File: config.mk
export PLATFORM = sky130hd
export DESIGN_NAME = ppm_channel_decoder_top
export DESIGN_NICKNAME = d
export VERILOG_FILES = /design/src/hdl/ppmcd_pkg.sv /design/src/hdl/ppmcd_front.sv /design/src/hdl/ppmcd_queue.sv /design/src/hdl/ppmcd_back.sv /design/src/hdl/ppm_channel_decoder_top.sv
export SDC_FILE = /design/constraint.sdc
export NUM_CORES = 1
export LEC_CHECK = 0
export BUFFER_PORTS_ARGS = -buffer_cell sky130_fd_sc_hd__buf_2
export CAP_MARGIN = 20
export CORE_ASPECT_RATIO = 0.5
export CORE_UTILIZATION = 40
export CTS_BUF_LIST = sky130_fd_sc_hd__clkbuf_8
export DETAILED_ROUTE_END_ITERATION = 6
export PLACE_DENSITY_LB_ADDON = 0.1
export SLEW_MARGIN = 5
export SYNTH_ARGS = -nofsm -noshare
export SYNTH_HDL_FRONTEND = slang
export SYNTH_SLANG_ARGS = --single-unit
File: constraint.sdc
create_clock -name clk_i -period 13.3 [get_ports clk_i]
set_input_delay 2.66 -clock clk_i [delete_from_list [all_inputs] [get_ports clk_i]]
set_output_delay 2.66 -clock clk_i [all_outputs]
set_load 0.02 [all_outputs]
File: src/hdl/ppmcd_pkg.sv
// shared types and constants of the ppm channel decoder
package ppmcd_pkg;

  // width of the running channel index
  localparam int unsigned ChanIdxW = 4;
  // quotient bits produced by the serial divider, one per cycle
  localparam int unsigned DivSteps = 15;
  localparam int unsigned DivCntW  = $clog2(DivSteps);
  // full scale of the q1.15 stick value
  localparam logic [14:0] Q15Max   = 15'h7fff;

  // configuration register indexes
  typedef enum logic [2:0] {
    CFG_PULSE_MIN    = 3'd0,
    CFG_PULSE_MID    = 3'd1,
    CFG_PULSE_MAX    = 3'd2,
    CFG_DEAD_BAND    = 3'd3,
    CFG_SYNC_GAP     = 3'd4,
    CFG_REVERSE_MASK = 3'd5
  } cfg_reg_e;

  // live configuration seen by front and back
  typedef struct packed {
    logic [11:0] pulse_min;
    logic [11:0] pulse_mid;
    logic [11:0] pulse_max;
    logic [9:0]  dead_band;
    logic [15:0] sync_gap;
    logic [7:0]  reverse_mask;
  } cfg_t;

  // one captured pulse handed from front to back
  typedef struct packed {
    logic [2:0]  chan;
    logic [11:0] raw;
    logic        rev;
  } job_t;

  // queue status seen by the front and the back
  typedef struct packed {
    logic full;
    logic empty;
  } q_stat_t;

  // back end sequencer
  typedef enum logic [1:0] {
    BK_IDLE,
    BK_DIV,
    BK_DONE
  } back_state_e;

endpackage

File: src/hdl/ppmcd_front.sv
// front end: edge timing, frame sync and channel classification
module ppmcd_front import ppmcd_pkg::*; #(
  parameter int unsigned NumChannels = 8
) (
  input  logic        clk_i,
  input  logic        rst_ni,
  input  cfg_t        cfg_i,
  input  logic        valid_i,
  input  logic [31:0] edge_time_i,
  output logic        stall_o,
  input  q_stat_t     q_stat_i,
  output logic        push_o,
  output job_t        job_o
);

  logic [31:0]         last_q, last_d;
  logic [ChanIdxW-1:0] next_q, next_d;
  logic [31:0]         gap;
  logic                accept, is_sync, in_win, room, take;

  // input transfer only when the queue has room
  assign stall_o = q_stat_i.full;
  assign accept  = valid_i & ~q_stat_i.full;

  // gap classification
  assign gap     = edge_time_i - last_q;
  assign is_sync = gap > {16'b0, cfg_i.sync_gap};
  assign in_win  = (gap >= {20'b0, cfg_i.pulse_min}) && (gap <= {20'b0, cfg_i.pulse_max});
  assign room    = {1'b0, next_q} < (ChanIdxW+1)'(NumChannels);
  assign take    = ~is_sync & in_win & room;

  // job for the back end
  assign push_o    = accept & take;
  assign job_o.chan = next_q[2:0];
  assign job_o.raw  = gap[11:0];
  assign job_o.rev  = ~next_q[ChanIdxW-1] & cfg_i.reverse_mask[next_q[2:0]];

  // edge time and channel index update
  always_comb begin
    last_d = last_q;
    next_d = next_q;
    if (accept) begin
      last_d = edge_time_i;
      if (is_sync) begin
        next_d = '0;
      end else if (take) begin
        next_d = next_q + 1'b1;
      end
    end
  end

  always_ff @(posedge clk_i or negedge rst_ni) begin
    if (!rst_ni) begin
      last_q <= '0;
      next_q <= '0;
    end else begin
      last_q <= last_d;
      next_q <= next_d;
    end
  end

endmodule

File: src/hdl/ppmcd_queue.sv
// two-entry job queue between front and back
module ppmcd_queue import ppmcd_pkg::*; (
  input  logic    clk_i,
  input  logic    rst_ni,
  input  logic    push_i,
  input  job_t    job_i,
  input  logic    pop_i,
  output job_t    job_o,
  output q_stat_t stat_o
);

  job_t       mem_q [2];
  logic       wr_ptr_q, rd_ptr_q;
  logic [1:0] cnt_q;

  assign stat_o.full  = cnt_q == 2'd2;
  assign stat_o.empty = cnt_q == 2'd0;
  assign job_o        = mem_q[rd_ptr_q];

  // entry storage
  always_ff @(posedge clk_i) begin
    if (push_i) begin
      mem_q[wr_ptr_q] <= job_i;
    end
  end

  // pointers and fill count
  always_ff @(posedge clk_i or negedge rst_ni) begin
    if (!rst_ni) begin
      wr_ptr_q <= 1'b0;
      rd_ptr_q <= 1'b0;
      cnt_q    <= '0;
    end else begin
      if (push_i) begin
        wr_ptr_q <= ~wr_ptr_q;
      end
      if (pop_i) begin
        rd_ptr_q <= ~rd_ptr_q;
      end
      case ({push_i, pop_i})
        2'b10:   cnt_q <= cnt_q + 1'b1;
        2'b01:   cnt_q <= cnt_q - 1'b1;
        default: cnt_q <= cnt_q;
      endcase
    end
  end

endmodule

File: src/hdl/ppmcd_back.sv
// back end: dead band, serial scaling divider and result register
module ppmcd_back import ppmcd_pkg::*; (
  input  logic               clk_i,
  input  logic               rst_ni,
  input  cfg_t               cfg_i,
  input  q_stat_t            q_stat_i,
  input  job_t               job_i,
  output logic               pop_o,
  output logic               valid_o,
  input  logic               stall_i,
  output logic [2:0]         channel_number_o,
  output logic [11:0]        raw_width_o,
  output logic signed [15:0] stick_value_o
);

  back_state_e        state_q, state_d;
  logic [DivCntW-1:0] cnt_q;
  logic [11:0]        rem_q, d_q, raw_q;
  logic [14:0]        sh_q;
  logic [2:0]         chan_q;
  logic               flip_q;
  logic               out_valid_q;
  logic [2:0]         out_chan_q;
  logic [11:0]        out_raw_q;
  logic [15:0]        out_stick_q;

  logic signed [12:0] cen;
  logic               neg;
  logic [11:0]        mag, m;
  logic signed [13:0] den;
  logic               below_db, m_zero, den_nonpos, m_ge_d, trivial;
  logic [26:0]        numer;
  logic [12:0]        r2;
  logic               ge;
  logic [11:0]        rem_nx;
  logic               start, out_load;

  // centering, dead band and denominator of the head job
  always_comb begin
    cen = $signed({1'b0, job_i.raw}) - $signed({1'b0, cfg_i.pulse_mid});
    neg = cen[12];
    mag = neg ? 12'(-cen) : cen[11:0];
    below_db = mag < {2'b0, cfg_i.dead_band};
    m = mag - {2'b0, cfg_i.dead_band};
    m_zero = m == '0;
    if (neg) begin
      den = $signed({2'b0, cfg_i.pulse_mid}) - $signed({2'b0, cfg_i.pulse_min})
          - $signed({4'b0, cfg_i.dead_band});
    end else begin
      den = $signed({2'b0, cfg_i.pulse_max}) - $signed({2'b0, cfg_i.pulse_mid})
          - $signed({4'b0, cfg_i.dead_band});
    end
    den_nonpos = den[13] || (den == '0);
    m_ge_d = m >= den[11:0];
    trivial = below_db || m_zero || den_nonpos || m_ge_d;
    // m * 32767 as a shift and subtract
    numer = {m, 15'b0} - {15'b0, m};
  end

  // one restoring divide step
  always_comb begin
    r2     = {rem_q, sh_q[14]};
    ge     = r2 >= {1'b0, d_q};
    rem_nx = ge ? 12'(r2 - {1'b0, d_q}) : r2[11:0];
  end

  // sequencer
  always_comb begin
    state_d  = state_q;
    start    = 1'b0;
    out_load = 1'b0;
    unique case (state_q)
      BK_IDLE: begin
        if (!q_stat_i.empty) begin
          start   = 1'b1;
          state_d = trivial ? BK_DONE : BK_DIV;
        end
      end
      BK_DIV: begin
        if (cnt_q == '0) begin
          state_d = BK_DONE;
        end
      end
      BK_DONE: begin
        if (!out_valid_q || !stall_i) begin
          out_load = 1'b1;
          state_d  = BK_IDLE;
        end
      end
      default: state_d = BK_IDLE;
    endcase
  end

  assign pop_o = start;

  always_ff @(posedge clk_i or negedge rst_ni) begin
    if (!rst_ni) begin
      state_q <= BK_IDLE;
      cnt_q   <= '0;
    end else begin
      state_q <= state_d;
      if (start) begin
        cnt_q <= DivCntW'(DivSteps - 1);
      end else if (state_q == BK_DIV) begin
        cnt_q <= cnt_q - 1'b1;
      end
    end
  end

  // divider datapath
  always_ff @(posedge clk_i) begin
    if (start) begin
      chan_q <= job_i.chan;
      raw_q  <= job_i.raw;
      flip_q <= neg ^ job_i.rev;
      d_q    <= den[11:0];
      rem_q  <= numer[26:15];
      if (below_db || m_zero) begin
        sh_q <= '0;
      end else if (den_nonpos || m_ge_d) begin
        sh_q <= Q15Max;
      end else begin
        sh_q <= numer[14:0];
      end
    end else if (state_q == BK_DIV) begin
      rem_q <= rem_nx;
      sh_q  <= {sh_q[13:0], ge};
    end
  end

  // result register
  always_ff @(posedge clk_i or negedge rst_ni) begin
    if (!rst_ni) begin
      out_valid_q <= 1'b0;
    end else if (out_load) begin
      out_valid_q <= 1'b1;
    end else if (!stall_i) begin
      out_valid_q <= 1'b0;
    end
  end

  always_ff @(posedge clk_i) begin
    if (out_load) begin
      out_chan_q  <= chan_q;
      out_raw_q   <= raw_q;
      out_stick_q <= flip_q ? 16'(-{1'b0, sh_q}) : {1'b0, sh_q};
    end
  end

  assign valid_o          = out_valid_q;
  assign channel_number_o = out_chan_q;
  assign raw_width_o      = out_raw_q;
  assign stick_value_o    = $signed(out_stick_q);

endmodule

File: src/hdl/ppm_channel_decoder_top.sv
// top level of the ppm channel decoder: config registers, front, queue and back
// Each input transfer is the microsecond timestamp of a rising edge; the decoder measures the
// gap to the previous edge, restarts the frame on a gap above sync_gap and turns each remaining
// gap in [pulse_min, pulse_max], up to NUM_CHANNELS per frame, into one result with the channel
// index, the raw width and a signed q1.15 stick value. The front end takes one edge per cycle
// while its two-entry job queue has room. The back end scales a result through a setup step,
// DivSteps steps of the one-bit-per-cycle restoring divider and a result register load that
// waits out an output stall; a zero or full scale result skips the divider. It takes a new job
// only once the last is loaded. The user must write registers through cfg_we_i, cfg_idx_i and
// cfg_data_i only while the block is idle; the block itself does not enforce it.
module ppm_channel_decoder_top import ppmcd_pkg::*; #(
  parameter int unsigned NUM_CHANNELS = 8
) (
  input  logic               clk_i,
  input  logic               rst_ni,
  input  logic               cfg_we_i,
  input  logic [2:0]         cfg_idx_i,
  input  logic [15:0]        cfg_data_i,
  input  logic               in_valid_i,
  output logic               in_stall_o,
  input  logic [31:0]        edge_time_i,
  output logic               out_valid_o,
  input  logic               out_stall_i,
  output logic [2:0]         channel_number_o,
  output logic [11:0]        raw_width_o,
  output logic signed [15:0] stick_value_o
);

  cfg_t    cfg_q;
  logic    q_push, q_pop;
  job_t    q_wr_job, q_rd_job;
  q_stat_t q_stat;

  // configuration registers
  always_ff @(posedge clk_i or negedge rst_ni) begin
    if (!rst_ni) begin
      cfg_q.pulse_min    <= 12'd1000;
      cfg_q.pulse_mid    <= 12'd1500;
      cfg_q.pulse_max    <= 12'd2000;
      cfg_q.dead_band    <= 10'd10;
      cfg_q.sync_gap     <= 16'd3000;
      cfg_q.reverse_mask <= 8'd0;
    end else if (cfg_we_i) begin
      unique case (cfg_idx_i)
        CFG_PULSE_MIN:    cfg_q.pulse_min    <= cfg_data_i[11:0];
        CFG_PULSE_MID:    cfg_q.pulse_mid    <= cfg_data_i[11:0];
        CFG_PULSE_MAX:    cfg_q.pulse_max    <= cfg_data_i[11:0];
        CFG_DEAD_BAND:    cfg_q.dead_band    <= cfg_data_i[9:0];
        CFG_SYNC_GAP:     cfg_q.sync_gap     <= cfg_data_i;
        CFG_REVERSE_MASK: cfg_q.reverse_mask <= cfg_data_i[7:0];
        default:          cfg_q              <= cfg_q;
      endcase
    end
  end

  // edge classification
  ppmcd_front #(
    .NumChannels (NUM_CHANNELS)
  ) u_front (
    .clk_i       (clk_i),
    .rst_ni      (rst_ni),
    .cfg_i       (cfg_q),
    .valid_i     (in_valid_i),
    .edge_time_i (edge_time_i),
    .stall_o     (in_stall_o),
    .q_stat_i    (q_stat),
    .push_o      (q_push),
    .job_o       (q_wr_job)
  );

  // job queue
  ppmcd_queue u_queue (
    .clk_i  (clk_i),
    .rst_ni (rst_ni),
    .push_i (q_push),
    .job_i  (q_wr_job),
    .pop_i  (q_pop),
    .job_o  (q_rd_job),
    .stat_o (q_stat)
  );

  // scaling and result output
  ppmcd_back u_back (
    .clk_i            (clk_i),
    .rst_ni           (rst_ni),
    .cfg_i            (cfg_q),
    .q_stat_i         (q_stat),
    .job_i            (q_rd_job),
    .pop_o            (q_pop),
    .valid_o          (out_valid_o),
    .stall_i          (out_stall_i),
    .channel_number_o (channel_number_o),
    .raw_width_o      (raw_width_o),
    .stick_value_o    (stick_value_o)
  );

`ifndef SYNTHESIS
  // the front never pushes into a full queue
  a_no_push_full: assert property (@(posedge clk_i) disable iff (!rst_ni)
    q_push |-> !q_stat.full)
    else $error("job pushed into full queue");

  // the back never pops an empty queue
  a_no_pop_empty: assert property (@(posedge clk_i) disable iff (!rst_ni)
    q_pop |-> !q_stat.empty)
    else $error("job popped from empty queue");

  // a pop is always followed by a busy back end, so no second pop next cycle
  a_single_pop: assert property (@(posedge clk_i) disable iff (!rst_ni)
    q_pop |=> !q_pop)
    else $error("back end popped two jobs in a row");

  // the stick value never reaches the most negative code
  a_stick_range: assert property (@(posedge clk_i) disable iff (!rst_ni)
    out_valid_o |-> stick_value_o != 16'sh8000)
    else $error("stick value out of q1.15 range");
`endif

endmodule

==> impl_metrics.ini <==
[run_status]
status = completed

[clock_tree]
path_clk_slew_ns = 0.07
root_buffer = clkbuf_8
clk_latency_ns = 0.57
cts.path.max_buffers = 3
cts_hold_buffers = 0
cts_max_level = 2
cts_sinks = 235
cts-buffers-inserted = 39
cts_tree = built
cts_resized = 0
post_cts.repair.setup_buffers = 0

[global_route]
met3_usage_pct = 3.63
grt_max_degree = 66
met1_usage_pct = 27.3
busiest_layer = met2
grt_pass1_wl_um = 66100
antenna_found_initial = 0
grt_usage_pct = 20.5
grt_util_met2_pct = 34.6
gr-total-overflow = 0
first_global_vias = 12400

[cells_and_area]
fill_cells = 3801
final_common_cell = nand2_1
regArea_mm2 = 0.00651
final_cell_mix = nand2_1, inv_1, ha_1
syn_to_final_growth_pct = 11.8
drive_gt1_share_pct = 13.9
nets = 1984
multi_input_area_mm2 = 0.00880

[drt]
wl_um = 41600
viasPerCell = 5.38
drt-wirelength-per-cell_um = 17.9
drtIter0Drc = 736
route.detailed.drc = 0
firstDrtPassIters = 5
num_vias = 12500
ant_nets = 0

[worst_setup_path]
arrival_ns = 7.93
crit_path_max_fanout = 17
crit_path_max_incr_delay_ns = 0.84
worst-setup-path-type = reg2reg
cpMostUsedCell = ha_1
required_ns = 13.59
path_cells = mux2i_1 > ha_1 > inv_1 > fa_1 > a211oi_2 > o21ai_2 > a31oi_4 > o221a_2 > nand2_1 > nand2_1 > ha_1 > nor2b_1 > o21ai_0 > a21oi_1 > o41ai_1 > xnor2_1 > ha_1 > a2111oi_0 > o21bai_1 > maj3_1 > maj3_2 > a211oi_4 > a311oi_1
crit_slowest_cell = dfrtp_1
startpoint_type = flip-flop
cp-end-kind = flip-flop

[timing]
grt_setup_unrepaired = false
worst_slack_ns = 5.65
drv_slew = 0
fin_crit_ns = 7.65
fin_crit_sh_pct = 57.5
slew_headroom_pct = 25.5
setup_viol = 0
finalSetupTns_ns = 0
hold_viol = 0
fmax_ghz = 0.131
clock_skew_ns = 0.0403
tightest_slew_ns = 1.11

[die]
die_h_um = 144
rows = 51
core_region_area_mm2 = 0.0392
die_w_um = 285
die_area_mm2 = 0.0410
start_util_pct = 40.9
ios = 89

[synthesis]
avgSynthCellArea_um2 = 9.61
synth-edff-count = 118
synthCells = 1670
yosysSeqAreaShare_pct = 40.6
async_reset_ff_share_pct = 49.8
synth_top_flop_cell = edfxtp_1
ys_ff_latch = 235
synth_nets = 1888
synthesis.area_mm2 = 0.0160
ys_warn_count = 0
synthDistinctLibCells = 91

[place]
preCtsSetupSlack_ns = 5.16
port_buffers = 88
hpwl_um = 32200
place.gp.congestion = 0.875

[flow_run]
cap_viol_max_count = 0

[hold_path]
hold_path_class = reg2reg
==> synth_stat cells (all sizes together), types with 29 or more instances <==
| cell | instances | area (µm²) |
|---|---|---|
| o21ai | 146 | 734 |
| xor2 | 40 | 365 |
| o21a | 31 | 233 |
| clkbuf | 38 | 143 |
| dfrtp | 89 | 2230 |
| inv | 158 | 593 |
| nand3 | 29 | 150 |
| xnor2 | 62 | 562 |
| a21o | 42 | 315 |
| a21oi | 87 | 443 |
| nor2 | 99 | 372 |
| ha | 155 | 1940 |
| nand2 | 177 | 664 |
| mux2 | 36 | 405 |
| edfxtp | 118 | 3540 |
==> registers in the layout (all words and copies together) (netlist names) <==
name and count:
u_back.raw_width_o 12, u_back.raw_q 12, u_back.stick_value_o 16, u_back.sh_q 15, u_back.flip_q 1, u_back.rem_q 12, u_back.valid_o 1, u_back.d_q 12
u_back.channel_number_o 3, u_queue.rd_ptr_q 1, u_back.chan_q 3, u_queue.cnt_q 2, cfg_q 70, u_front.last_q 32, u_back.state_q 2, u_back.cnt_q 4
u_front.next_q 4, u_queue.mem_q 32, u_queue.wr_ptr_q 1
==> path summary, 6_finish.rpt <==
path | startpoint | to | slack, ns | depth (start not counted)
worst max-delay path | u_queue.rd_ptr_q | u_back.sh_q[5] | 5.65 | 23
worst min-delay path | u_back.chan_q[1] | u_back.channel_number_o[1] | 0.42 | 0
worst max register to register | u_queue.rd_ptr_q | u_back.sh_q[5] | 5.65 | 23
worst min register to register | u_back.chan_q[1] | u_back.channel_number_o[1] | 0.42 | 0
max in group asynchronous | rst_ni | cfg_q[26] | 9.77 | 2
min in group asynchronous | rst_ni | u_front.last_q[16] | 2.14 | 1
==> critical path: cells and delay by family (launching register included) <==
family / cells / cell delay [ns]
compound gates: 11 / 3.64
xor+xnor: 1 / 0.28
fa+ha+maj: 6 / 1.81
buf+inv: 1 / 0.05
flops: 1 / 0.84
mux: 1 / 0.39
simple gates: 3 / 0.35
==> kinds of logic (layout without fill, tap and decap cells) <==
| logic type | count (synthesis) | count (layout) | synth area share [%] |
|---|---|---|---|
| other | 0 | 1 | 0 |
| xor gates and xnor gates | 102 | 102 | 5.78 |
| adders and majority gates | 165 | 165 | 13.2 |
| and+or+nand+nor | 470 | 470 | 14.2 |
| buffers and inverters | 205 | 332 | 4.88 |
| muxes | 44 | 44 | 3.18 |
| AOI/OAI and AO/OA | 449 | 449 | 18.3 |
| DFF | 235 | 235 | 40.6 |
==> per-stage QoR <==
stage	hold WS [ns]	instance area, µm²	utilization [%]	instances
global route	0.426	17900	45.8	2327
detailed placement	0.405	17100	43.7	2253
CTS	0.416	17900	45.7	2325
finish	0.420	17900	45.8	2328
global placement	0.403	17100	43.6	2252
floorplan	0.400	16000	-	1670
==> area by class of cell <==
| class | count | area share [%] |
|---|---|---|
| inverter | 160 | 3.35 |
| clock inverter | 27 | 0.907 |
| timing repair buffer | 100 | 3.22 |
| tap | 530 | 3.70 |
| antenna | 1 | 0.0140 |
| multi-input combinational | 1230 | 49.1 |
| clock buffer | 45 | 3.45 |
| sequential | 235 | 36.3 |
==> routing by layer <==
layer / vias to the layer above / wire [µm]
met5: - / 0
met4: 0 / 937
met3: 60 / 1730
met2: 249 / 19100
met1: 6003 / 19800
li1: 6206 / -
Power is not shown: default switching activity piles up to over one toggle a cycle in this logic, so the estimate is an artifact.
